**config.mk**
```make
export PLATFORM = sky130hd
export DESIGN_NAME = inactivity_power_mode_controller_unit
export DESIGN_NICKNAME = d
export VERILOG_FILES = /design/src/hw/rtl/ipmc_pkg.sv /design/src/hw/rtl/inactivity_power_mode_controller_unit.sv
export SDC_FILE = /design/constraint.sdc
export NUM_CORES = 1
export LEC_CHECK = 0
export ABC_CLOCK_PERIOD_IN_PS = 6400
export BUFFER_PORTS_ARGS = -buffer_cell sky130_fd_sc_hd__clkbuf_2
export CAP_MARGIN = 0
export CORE_ASPECT_RATIO = 1.75
export CORE_MARGIN = 2
export CORE_UTILIZATION = 50
export DETAILED_ROUTE_END_ITERATION = 10
export GPL_ROUTABILITY_DRIVEN = 0
export GPL_TIMING_DRIVEN = 0
export PLACE_DENSITY = 0.68
export RECOVER_POWER = 100
export SYNTH_ARGS = -nofsm -noshare
export SYNTH_HDL_FRONTEND = slang
export SYNTH_SLANG_ARGS = --single-unit
```
**constraint.sdc**
```tcl
create_clock -name i_clk -period 6.4 [get_ports i_clk]
set_clock_uncertainty 0.15 [all_clocks]
set_input_delay 0.96 -clock i_clk [delete_from_list [all_inputs] [get_ports i_clk]]
set_output_delay 0.96 -clock i_clk [all_outputs]
set_load 0.01 [all_outputs]
```
**src/hw/rtl/ipmc_pkg.sv**
```systemverilog
// Shared types and constants for the inactivity power mode controller.
package ipmc_pkg;

    localparam int unsigned TIMER_W = 25;
    localparam int unsigned TMO_W   = 24;
    localparam int unsigned CNT_W   = 8;
    localparam int unsigned DELAY_W = 25;
    localparam int unsigned CMD_W   = 2;
    localparam int unsigned IDX_W   = 2;
    localparam int unsigned CFG_W   = 24;

    typedef enum logic [1:0] {
        MODE_ACTIVE = 2'd0,
        MODE_IDLE   = 2'd1,
        MODE_STOP   = 2'd2
    } t_mode;

    localparam logic [CMD_W-1:0] CMD_TICK     = 2'd0;
    localparam logic [CMD_W-1:0] CMD_ACTIVITY = 2'd1;
    localparam logic [CMD_W-1:0] CMD_WAKE     = 2'd2;

    localparam logic [IDX_W-1:0] REG_ACTIVE_TIMEOUT = 2'd0;
    localparam logic [IDX_W-1:0] REG_IDLE_TIMEOUT   = 2'd1;
    localparam logic [IDX_W-1:0] REG_STOP_WAKE      = 2'd2;
    localparam logic [IDX_W-1:0] REG_FAULT_THRESH   = 2'd3;

    localparam logic [TMO_W-1:0] RST_ACTIVE_TIMEOUT = 24'd30000;
    localparam logic [TMO_W-1:0] RST_IDLE_TIMEOUT   = 24'd5000;
    localparam logic [TMO_W-1:0] RST_STOP_WAKE      = 24'd60000;
    localparam logic [CNT_W-1:0] RST_FAULT_THRESH   = 8'd3;

    localparam logic [TIMER_W-1:0] TIMER_MAX = '1;
    localparam logic [CNT_W-1:0]   CNT_MAX   = '1;

    localparam logic signed [DELAY_W:0] DELAY_HI_WIDE = 26'sd16777215;
    localparam logic signed [DELAY_W:0] DELAY_LO_WIDE = -26'sd16777216;
    localparam logic [DELAY_W-1:0]      DELAY_HI      = 25'h0FF_FFFF;
    localparam logic [DELAY_W-1:0]      DELAY_LO      = 25'h100_0000;

endpackage

```
**src/hw/rtl/inactivity_power_mode_controller_unit.sv**
```systemverilog
// Top level of the inactivity power mode controller (Active / Idle / Stop).
//
// Input channel: i_valid / o_stall carry one command per transaction (1 ms tick,
// activity report or RTC wake) plus the Stop preparation and resume status bits.
// Output channel: o_valid / i_stall carry one result per input transaction: the
// mode after the command, entry / abort / wake pulses, wake delay, failure count
// and fault pulse.
// Flow: a taken transaction lands in the input register, is evaluated against
// the mode and timer state and moves to the output register when that one is
// empty or i_stall is low. Throughput is one transaction per cycle while i_stall
// is low; the state update is one pass of compares and increments in between.
// Stall: when i_stall holds a valid result, the input register waits and o_stall
// rises only while it is full, so one more transaction is still taken.
// Reset (synchronous, i_rst_n low): Active mode, timers and failure count cleared,
// both registers empty, configuration back to 30000 / 5000 / 60000 ms and a
// threshold of 3. Configuration writes through i_cfg_we land at once; make them
// only while no transaction is in flight.
module inactivity_power_mode_controller_unit (
    input  logic                         i_clk,
    input  logic                         i_rst_n,
    input  logic                         i_valid,
    output logic                         o_stall,
    input  logic [ipmc_pkg::CMD_W-1:0]   i_cmd,
    input  logic                         i_stop_prep_ok,
    input  logic                         i_resume_good,
    output logic                         o_valid,
    input  logic                         i_stall,
    output logic [1:0]                   o_mode,
    output logic                         o_sleep_entered,
    output logic                         o_sleep_aborted,
    output logic                         o_woke_up,
    output logic signed [ipmc_pkg::DELAY_W-1:0] o_wake_delay_ms,
    output logic [ipmc_pkg::CNT_W-1:0]   o_failure_count,
    output logic                         o_fault,
    input  logic                         i_cfg_we,
    input  logic [ipmc_pkg::IDX_W-1:0]   i_cfg_idx,
    input  logic [ipmc_pkg::CFG_W-1:0]   i_cfg_data
);

    // configuration
    logic [ipmc_pkg::TMO_W-1:0] r_active_tmo;
    logic [ipmc_pkg::TMO_W-1:0] r_idle_tmo;
    logic [ipmc_pkg::TMO_W-1:0] r_stop_wake;
    logic [ipmc_pkg::CNT_W-1:0] r_fault_thr;

    // state
    ipmc_pkg::t_mode              r_mode, n_mode;
    logic [ipmc_pkg::TIMER_W-1:0] r_inact, n_inact;
    logic [ipmc_pkg::TIMER_W-1:0] r_stop_time, n_stop_time;
    logic [ipmc_pkg::CNT_W-1:0]   r_fail, n_fail;

    // input register
    logic                       r_in_valid;
    logic [ipmc_pkg::CMD_W-1:0] r_cmd;
    logic                       r_prep_ok;
    logic                       r_res_ok;

    // output register
    logic                                r_out_valid;
    ipmc_pkg::t_mode                     r_out_mode;
    logic                                r_out_entered, n_entered;
    logic                                r_out_aborted, n_aborted;
    logic                                r_out_woke, n_woke;
    logic signed [ipmc_pkg::DELAY_W-1:0] r_out_delay, n_delay;
    logic [ipmc_pkg::CNT_W-1:0]          r_out_fail;
    logic                                r_out_fault, n_fault;

    logic                                adv;
    logic                                in_take;
    ipmc_pkg::t_mode                     cur_mode;
    logic [ipmc_pkg::TIMER_W-1:0]        inact_inc;
    logic [ipmc_pkg::TIMER_W-1:0]        stop_inc;
    logic [ipmc_pkg::TIMER_W-1:0]        idle_limit;
    logic                                hit_active;
    logic                                hit_idle;
    logic [ipmc_pkg::CNT_W-1:0]          fail_inc;
    logic                                fail_fault;
    logic signed [ipmc_pkg::DELAY_W:0]   delay_wide;

    assign adv     = r_in_valid && (!r_out_valid || !i_stall);
    assign o_stall = r_in_valid && !adv;
    assign in_take = i_valid && !o_stall;

    // code 3 cannot arise; fold it to Active anyway
    always_comb begin
        unique case (r_mode)
            ipmc_pkg::MODE_IDLE: cur_mode = ipmc_pkg::MODE_IDLE;
            ipmc_pkg::MODE_STOP: cur_mode = ipmc_pkg::MODE_STOP;
            default:             cur_mode = ipmc_pkg::MODE_ACTIVE;
        endcase
    end

    assign inact_inc  = (r_inact == ipmc_pkg::TIMER_MAX) ? r_inact : r_inact + 1'b1;
    assign stop_inc   = (r_stop_time == ipmc_pkg::TIMER_MAX) ? r_stop_time
                                                             : r_stop_time + 1'b1;
    assign idle_limit = {1'b0, r_active_tmo} + {1'b0, r_idle_tmo};
    assign hit_active = inact_inc >= {1'b0, r_active_tmo};
    assign hit_idle   = inact_inc >= idle_limit;

    assign fail_inc   = (r_fail == ipmc_pkg::CNT_MAX) ? r_fail : r_fail + 1'b1;
    assign fail_fault = (r_fail != ipmc_pkg::CNT_MAX) && (fail_inc == r_fault_thr);

    assign delay_wide = $signed({1'b0, r_stop_time}) - $signed({2'b00, r_stop_wake});

    // next mode
    always_comb begin
        n_mode = cur_mode;
        unique case (r_cmd)
            ipmc_pkg::CMD_TICK: begin
                if (cur_mode == ipmc_pkg::MODE_ACTIVE && hit_active) begin
                    n_mode = ipmc_pkg::MODE_IDLE;
                end else if (cur_mode == ipmc_pkg::MODE_IDLE && hit_idle && r_prep_ok) begin
                    n_mode = ipmc_pkg::MODE_STOP;
                end
            end
            ipmc_pkg::CMD_ACTIVITY, ipmc_pkg::CMD_WAKE: begin
                n_mode = ipmc_pkg::MODE_ACTIVE;
            end
            default: begin
                n_mode = cur_mode;
            end
        endcase
    end

    // timers, failure count and result pulses
    always_comb begin
        n_inact     = r_inact;
        n_stop_time = r_stop_time;
        n_fail      = r_fail;
        n_entered   = 1'b0;
        n_aborted   = 1'b0;
        n_woke      = 1'b0;
        n_delay     = '0;
        n_fault     = 1'b0;
        unique case (r_cmd)
            ipmc_pkg::CMD_TICK: begin
                n_inact = inact_inc;
                if (cur_mode == ipmc_pkg::MODE_STOP) begin
                    n_stop_time = stop_inc;
                end else if (cur_mode == ipmc_pkg::MODE_IDLE && hit_idle) begin
                    if (r_prep_ok) begin
                        n_stop_time = '0;
                        n_entered   = 1'b1;
                    end else begin
                        n_aborted = 1'b1;
                        n_fail    = fail_inc;
                        n_fault   = fail_fault;
                    end
                end
            end
            ipmc_pkg::CMD_ACTIVITY, ipmc_pkg::CMD_WAKE: begin
                n_inact = '0;
                if (cur_mode == ipmc_pkg::MODE_STOP) begin
                    n_woke = 1'b1;
                    if (delay_wide > ipmc_pkg::DELAY_HI_WIDE) begin
                        n_delay = ipmc_pkg::DELAY_HI;
                    end else if (delay_wide < ipmc_pkg::DELAY_LO_WIDE) begin
                        n_delay = ipmc_pkg::DELAY_LO;
                    end else begin
                        n_delay = delay_wide[ipmc_pkg::DELAY_W-1:0];
                    end
                    if (r_res_ok) begin
                        n_fail = '0;
                    end else begin
                        n_fail  = fail_inc;
                        n_fault = fail_fault;
                    end
                end
            end
            default: begin
                n_inact = r_inact;
            end
        endcase
    end

    always_ff @(posedge i_clk) begin
        if (!i_rst_n) begin
            r_active_tmo <= ipmc_pkg::RST_ACTIVE_TIMEOUT;
            r_idle_tmo   <= ipmc_pkg::RST_IDLE_TIMEOUT;
            r_stop_wake  <= ipmc_pkg::RST_STOP_WAKE;
            r_fault_thr  <= ipmc_pkg::RST_FAULT_THRESH;
        end else if (i_cfg_we) begin
            unique case (i_cfg_idx)
                ipmc_pkg::REG_ACTIVE_TIMEOUT: r_active_tmo <= i_cfg_data;
                ipmc_pkg::REG_IDLE_TIMEOUT:   r_idle_tmo   <= i_cfg_data;
                ipmc_pkg::REG_STOP_WAKE:      r_stop_wake  <= i_cfg_data;
                ipmc_pkg::REG_FAULT_THRESH:   r_fault_thr  <= i_cfg_data[ipmc_pkg::CNT_W-1:0];
            endcase
        end
    end

    always_ff @(posedge i_clk) begin
        if (!i_rst_n) begin
            r_mode      <= ipmc_pkg::MODE_ACTIVE;
            r_inact     <= '0;
            r_stop_time <= '0;
            r_fail      <= '0;
            r_in_valid  <= 1'b0;
            r_out_valid <= 1'b0;
        end else begin
            if (adv) begin
                r_mode      <= n_mode;
                r_inact     <= n_inact;
                r_stop_time <= n_stop_time;
                r_fail      <= n_fail;
            end
            if (in_take) begin
                r_in_valid <= 1'b1;
            end else if (adv) begin
                r_in_valid <= 1'b0;
            end
            if (adv) begin
                r_out_valid <= 1'b1;
            end else if (!i_stall) begin
                r_out_valid <= 1'b0;
            end
        end
    end

    always_ff @(posedge i_clk) begin
        if (in_take) begin
            r_cmd     <= i_cmd;
            r_prep_ok <= i_stop_prep_ok;
            r_res_ok  <= i_resume_good;
        end
        if (adv) begin
            r_out_mode    <= n_mode;
            r_out_entered <= n_entered;
            r_out_aborted <= n_aborted;
            r_out_woke    <= n_woke;
            r_out_delay   <= n_delay;
            r_out_fail    <= n_fail;
            r_out_fault   <= n_fault;
        end
    end

    assign o_valid         = r_out_valid;
    assign o_mode          = r_out_mode;
    assign o_sleep_entered = r_out_entered;
    assign o_sleep_aborted = r_out_aborted;
    assign o_woke_up       = r_out_woke;
    assign o_wake_delay_ms = r_out_delay;
    assign o_failure_count = r_out_fail;
    assign o_fault         = r_out_fault;

endmodule

```
Yosys cells after proc, flatten, opt, wreduce, memory -nomap -nowiden:

Index checks and enable logic that the tools add are counted.

* $lt $le $gt $ge: 4
* $add $sub $neg: 5
* bitwise operators: 4
* mux-type cells: 32
* equality and inequality tests: 16
* reduce and logical (&&, ||, !) cells: 29

Operator list (number)
* 2-to-1 mux 25 bit: 6
* adder 25 x 1 -> 25 bit, second input constant: 2
* equality test 25 bit, second input constant: 2
* one-hot mux 25 bit (2 select lines): 1
* 2-to-1 mux 8 bit: 6
* greater-than comparator 26 x 25 -> 1 bit, second input constant: 1
* < comparator 26 x 25 -> 1 bit, second input constant: 1
* subtractor 25 x 24 -> 26 bit: 1
* adder 24 x 24 -> 25 bit: 1
* greater-or-equal comparator 25 x 24 -> 1 bit: 1
* greater-or-equal comparator 25 bit: 1
* 2-to-1 mux 24 bit: 1
* one-hot mux 8 bit (2 select lines): 1
* 2-to-1 mux 1 bit: 12
* AND reduction 2 bit: 6
* equality test 2 bit, second input constant: 5
* adder 8 x 1 -> 8 bit, second input constant: 1
* equality test 2 x 1 -> 1 bit, second input constant: 4
* equality test 8 bit: 1
* equality test 8 bit, second input constant: 1
* != test 8 bit, second input constant: 1
* one-hot mux 2 bit (2 select lines): 2
* nonzero test 2 bit: 4
* logical AND 1 bit: 7
* 11 further kinds: 21

* input bits: 35
* logic and storage cells: 111
* bits in registers: 185

Depth between registers and ports, before layout:

* word-level depth: 8
* depth in mapped cells: 23
* mapped depth without buffers: 22

Worst setup path before layout:

No wires, ideal clock.

* path type: flip-flop to flip-flop
* start: register r_active_tmo[0] (netlist name)
* end: register r_stop_time[13] (netlist name)
* path slack: 1.553 ns
* data required time: 6.135 ns
* setup time: 0.115 ns
* data arrival time: 4.582 ns
* cell stages (with the launch flop): 22
* clock period less this slack: 4.847 ns
* cells stage by stage: dfxtp_1 > ha_1 > inv_1 > fa_1 > nor2b_1 > o31a_1 > nand2b_1 > a21o_1 > o31ai_4 > o21bai_1 > o2111a_1 > a2111oi_1 > xor2_1 > ha_1 > a21o_1 > a21o_1 > a211oi_1 > a21oi_1 > o211ai_1 > clkbuf_1 > nor3_1 > o21ba_2

* cells in the longest elaborated chain, start to end: 5

Ends and longest elaborated chain
* start: declaration: line inactivity_power_mode_controller_unit.sv:41 `logic [ipmc_pkg::TMO_W-1:0] r_active_tmo;`
* start signal: assignment: line inactivity_power_mode_controller_unit.sv:178 `r_active_tmo <= ipmc_pkg::RST_ACTIVE_TIMEOUT;`
* start signal: assignment: line inactivity_power_mode_controller_unit.sv:184 `ipmc_pkg::REG_ACTIVE_TIMEOUT: r_active_tmo <= i_cfg_data;`
* adder 24 x 24 -> 25 bit: line inactivity_power_mode_controller_unit.sv:96 `assign idle_limit = {1'b0, r_active_tmo} + {1'b0, r_idle_tmo};`
* greater-or-equal comparator 25 bit: line inactivity_power_mode_controller_unit.sv:98 `assign hit_idle = inact_inc >= idle_limit;`
* logical AND 1 bit: line inactivity_power_mode_controller_unit.sv:140 `end else if (cur_mode == ipmc_pkg::MODE_IDLE && hit_idle) begin`
* nonzero test 2 bit (no source line)
* AND reduction 5 bit (no source line)
* end signal: assignment: line inactivity_power_mode_controller_unit.sv:204 `r_stop_time <= n_stop_time;`
* end: declaration: line inactivity_power_mode_controller_unit.sv:49 `logic [ipmc_pkg::TIMER_W-1:0] r_stop_time, n_stop_time;`

Every way passes these cells.
A chain may end at the register's enable or synchronous reset.

Final worst setup path:

* start: register r_active_tmo[0] (netlist name)
* end: register r_stop_time[20] (netlist name)

The elaborated chain is that of the path after synthesis.

==> results.md <==
* Reg2Reg Launch Point: r_active_tmo[0]$_SDFFE_PN0P_
* Pre-antenna DRT Iters at 5
* Most frequently used flop master after synthesis: dfxtp_1
* Crit-path slowest cell: o31ai_2
* Status: finished with violations
* Sequential share of power at 0.460
* Synth Area per Inst at 8.44 sq um
* Design area at 13300 sq um
* Dpl cell area at 12700 sq um
* Hold path startpoint: r_stop_wake[7]$_SDFFE_PN0P_
* Vias at 10.7k
* Worst slew margin at -0.241
* Synth Instances at 1418
* Hold Fails Final Rpt at 0
* Critical Path End Type: register
* Share of cells above drive strength 1 at 0.0643
* Die span in x at 121 um
* Post-synth net total at 1560
* Sw Pwr at 717 uW
* Tmin final at 6070 ps
* Clock Sinks at 185
* CP Launch Point: r_active_tmo[0]$_SDFFE_PN0P_
* IO Pins at 76
* Syn. warnings at 0
* Fillers at 2213
* Max stage delay on crit path at 590 ps
* Async S/R FF share, synth at 0
* Post-Route WL at 34000 um
* Largest net degree at the start of global routing at 37
* Die area at 25200 sq um
* Row Count at 74
* WL/cell at 18.6 um
* Clk pin slew, worst setup/hold paths at 70 ps
* CP Data Required Time at 6600 ps
* Failing checks: capacitance limit, slew limit
* TritonCTS clock tree: yes
* #FFs+latches synth at 185
* Post-DP HPWL at 26700 um
* Synth cell types at 83
* Tightest Pin Transition at 1860 ps
* Clk network pwr share at 0.420
* WHS at 316 ps
* Number of enable flip-flop cells after synthesis at 43
* Vias in the first global route at 10.5k
* Latest clock arrival within the worst-skew pair at 460 ps
* Fmax at 165 MHz
* RSZ-0062 raised after global routing: false
* Largest fanout on the critical path at 10
* PwrDens at 204 nW/um^2
* R2R setup slack at 330 ps
* # diodes at 0
* Mapped Area at 12000 sq um
* Initial antenna violation count at 0
* Worst setup SP type: register
* Inserted Clock Buffers at 17
* Sum Neg Setup Slack at 0 ps
* Port Buf Inserts at 74
* CTS root buffer: clkbuf_16
* Leak Pwr at 0.00550 uW
* Htree depth at 4
* Crit path kind: register to register
* Hold crit path type: register to register
* GRT overflow at 0
* Post-layout net count at 1654
* Max Root-Sink Buffers at 2
* Switching part of the total at 0.264
* Die height at 209 um
* Vias/cell at 5.85
* Max Slew Vio Count at 37
* Pint at 1990 uW
* Seq/Total Area, Yosys at 0.345
* Period utilization at 0.948
* Comb power frac at 0.120
* Core Region at 23400 sq um
* Routed Antenna Nets at 0
* Gr usage total at 0.271
* Initial detailed-routing violation count at 757
* First-pass GRT wire length at 53300 um
* Final setup fails at 0
* CP Cell Sequence: ha_1, inv_1, fa_1, nor2b_1, o31a_1, nand2b_1, a21o_1, o31ai_4, o21bai_1, o2111a_1, a2111oi_1, xor2_1, ha_1, nand4_1, nor2_1, nand3_1, a21oi_1, nor3_2, nand2_1, nand3_1, o31ai_2, clkbuf_1, o21ba_2
* Arr. time, crit path at 6270 ps
* Peak VDD IR at 0.219 mV
* DRC viols at 0
* Setup bufs post-CTS at 0
* Max-Cap Viols at 1
* Starting Density at 0.511
* Synth-to-Final Area Change at 10.8%
==> area by class of cell <==
type	count	area, sq um	share of cell area
Buffer	62	243	0.0183
Clock buffer	21	504	0.0380
Clock inverter	10	125	0.00943
Inverter	78	293	0.0221
Multi-Input combinational cell	1093	7260	0.548
Sequential cell	185	4130	0.312
Tap cell	304	380	0.0287
Timing Repair Buffer	75	320	0.0242
==> timing repair <==
item	CTS	global route
resized for setup	0	3
setup endpoints to repair	0	23
hold buffers	0	0
==> cell families (layout without fill, tap and decap cells) <==
family                   count (synthesis)  count (layout)  share of synthesized area
XOR/XNOR                                83              83                     0.0607
buffers and inverters                  140             246                     0.0467
AO/OA/AOI/OAI                          408             408                      0.230
flip-flops                             185             185                      0.345
AND/OR/NAND/NOR                        487             487                      0.197
multiplexers                             8               8                    0.00711
adder cells (fa/ha/maj)                107             107                      0.113
==> critical path, delay by kind of cell, from the launching register on <==
family / cells / cell delay [ps]
and+or+nand+nor: 8 / 1260
AOI/OAI and AO/OA: 9 / 2720
DFF: 1 / 340
adders and majority gates: 3 / 780
xor gates and xnor gates: 1 / 160
buffers and inverters: 2 / 570
==> registers in the layout, indices dropped and copies added, names as in the netlist <==
| signal | count |
|---|---|
| o_woke_up | 1 |
| r_fault_thr | 8 |
| o_failure_count | 8 |
| r_inact | 25 |
| o_mode | 2 |
| r_prep_ok | 1 |
| o_sleep_aborted | 1 |
| o_fault | 1 |
| o_valid | 1 |
| o_sleep_entered | 1 |
| o_wake_delay_ms | 25 |
| r_in_valid | 1 |
| r_res_ok | 1 |
| r_active_tmo | 24 |
| r_mode | 2 |
| r_stop_wake | 24 |
| r_stop_time | 25 |
| r_cmd | 2 |
| r_idle_tmo | 24 |
| r_fail | 8 |
==> synth_stat cells (12+ instances only) <==
cell	instances	share of area
nor2b_1	26	0.014
ha_1	105	0.11
a21boi_0	65	0.041
dfxtp_1	142	0.24
edfxtp_1	43	0.11
a31oi_1	15	0.0078
nor2_1	78	0.024
nor3_1	24	0.010
nand3_1	41	0.017
nand4_1	20	0.010
o21ai_0	77	0.032
xor2_1	47	0.034
inv_1	77	0.024
o21a_1	22	0.014
nand2_1	204	0.064
clkbuf_1	52	0.016
xnor2_1	36	0.026
or3_1	12	0.0063
a21o_1	35	0.022
o211ai_1	23	0.014
and3_1	28	0.015
a21oi_1	80	0.033
==> final timing paths <==
| check | end | depth (start not counted) |
|---|---|---|
| worst max-delay path | r_stop_time[20]$_SDFFE_PN0P_ | 23 |
| worst min-delay path | r_stop_wake[7]$_SDFFE_PN0P_ | 2 |
| worst max register to register | r_stop_time[20]$_SDFFE_PN0P_ | 23 |
| worst min register to register | r_stop_wake[7]$_SDFFE_PN0P_ | 2 |
==> metrics by stage <==
step	total power (uW)	utilization	worst slack [ps]	instances
3_3_place_gp	1590	0.543	97.1	1796
2_1_floorplan	1490	-	1550	1418
5_1_grt	2810	0.566	37.1	1828
6_report	2710	0.566	333	1828
4_1_cts	2730	0.571	10.1	1828
3_5_place_dp	1600	0.544	31.0	1797
==> power groups by stage <==
| stage | Clock (uW) | Sequential, uW | Combinational (uW) |
|---|---|---|---|
| floorplan | 0 | 1270 | 214 |
| detailed placement | 0 | 1270 | 325 |
| global route | 1190 | 1250 | 360 |
| finish | 1140 | 1250 | 326 |
| CTS | 1150 | 1250 | 327 |
| global placement | 0 | 1270 | 317 |
==> metal layers <==
layer	part of all wire	track usage	vias to the layer above
li1	-	-	5256
met1	0.37	0.275	5061
met2	0.54	0.509	275
met3	0.038	0.0445	95
met4	0.055	0.159	0
met5	0	0	-
==> placed cells by master, fill, tap and decap left out, types with 6 or more instances in the layout <==
master,synthesis,routed
and2_1,6,6
a22oi_1,11,11
a21boi_0,65,66
o211ai_1,23,23
edfxtp_1,43,43
a21oi_1,80,80
o2111ai_1,8,8
nor2b_1,26,26
nor3_1,24,24
o21ai_0,77,79
nor3b_1,6,6
dfxtp_1,142,142
or2_2,6,6
clkbuf_2,0,31
o31ai_1,8,7
or3_1,12,12
a211oi_1,7,7
clkbuf_1,52,101
inv_1,77,77
nand3_1,41,41
nand4_1,20,20
xnor2_1,36,36
nor4_1,6,6
nor2_1,78,79
nand2_1,204,204
a21o_1,35,35
a31oi_1,15,15
clkbuf_16,0,20
xor2_1,47,47
o21a_1,22,22
ha_1,105,105
and3_1,28,29
Power figures use the tool's default switching activity.
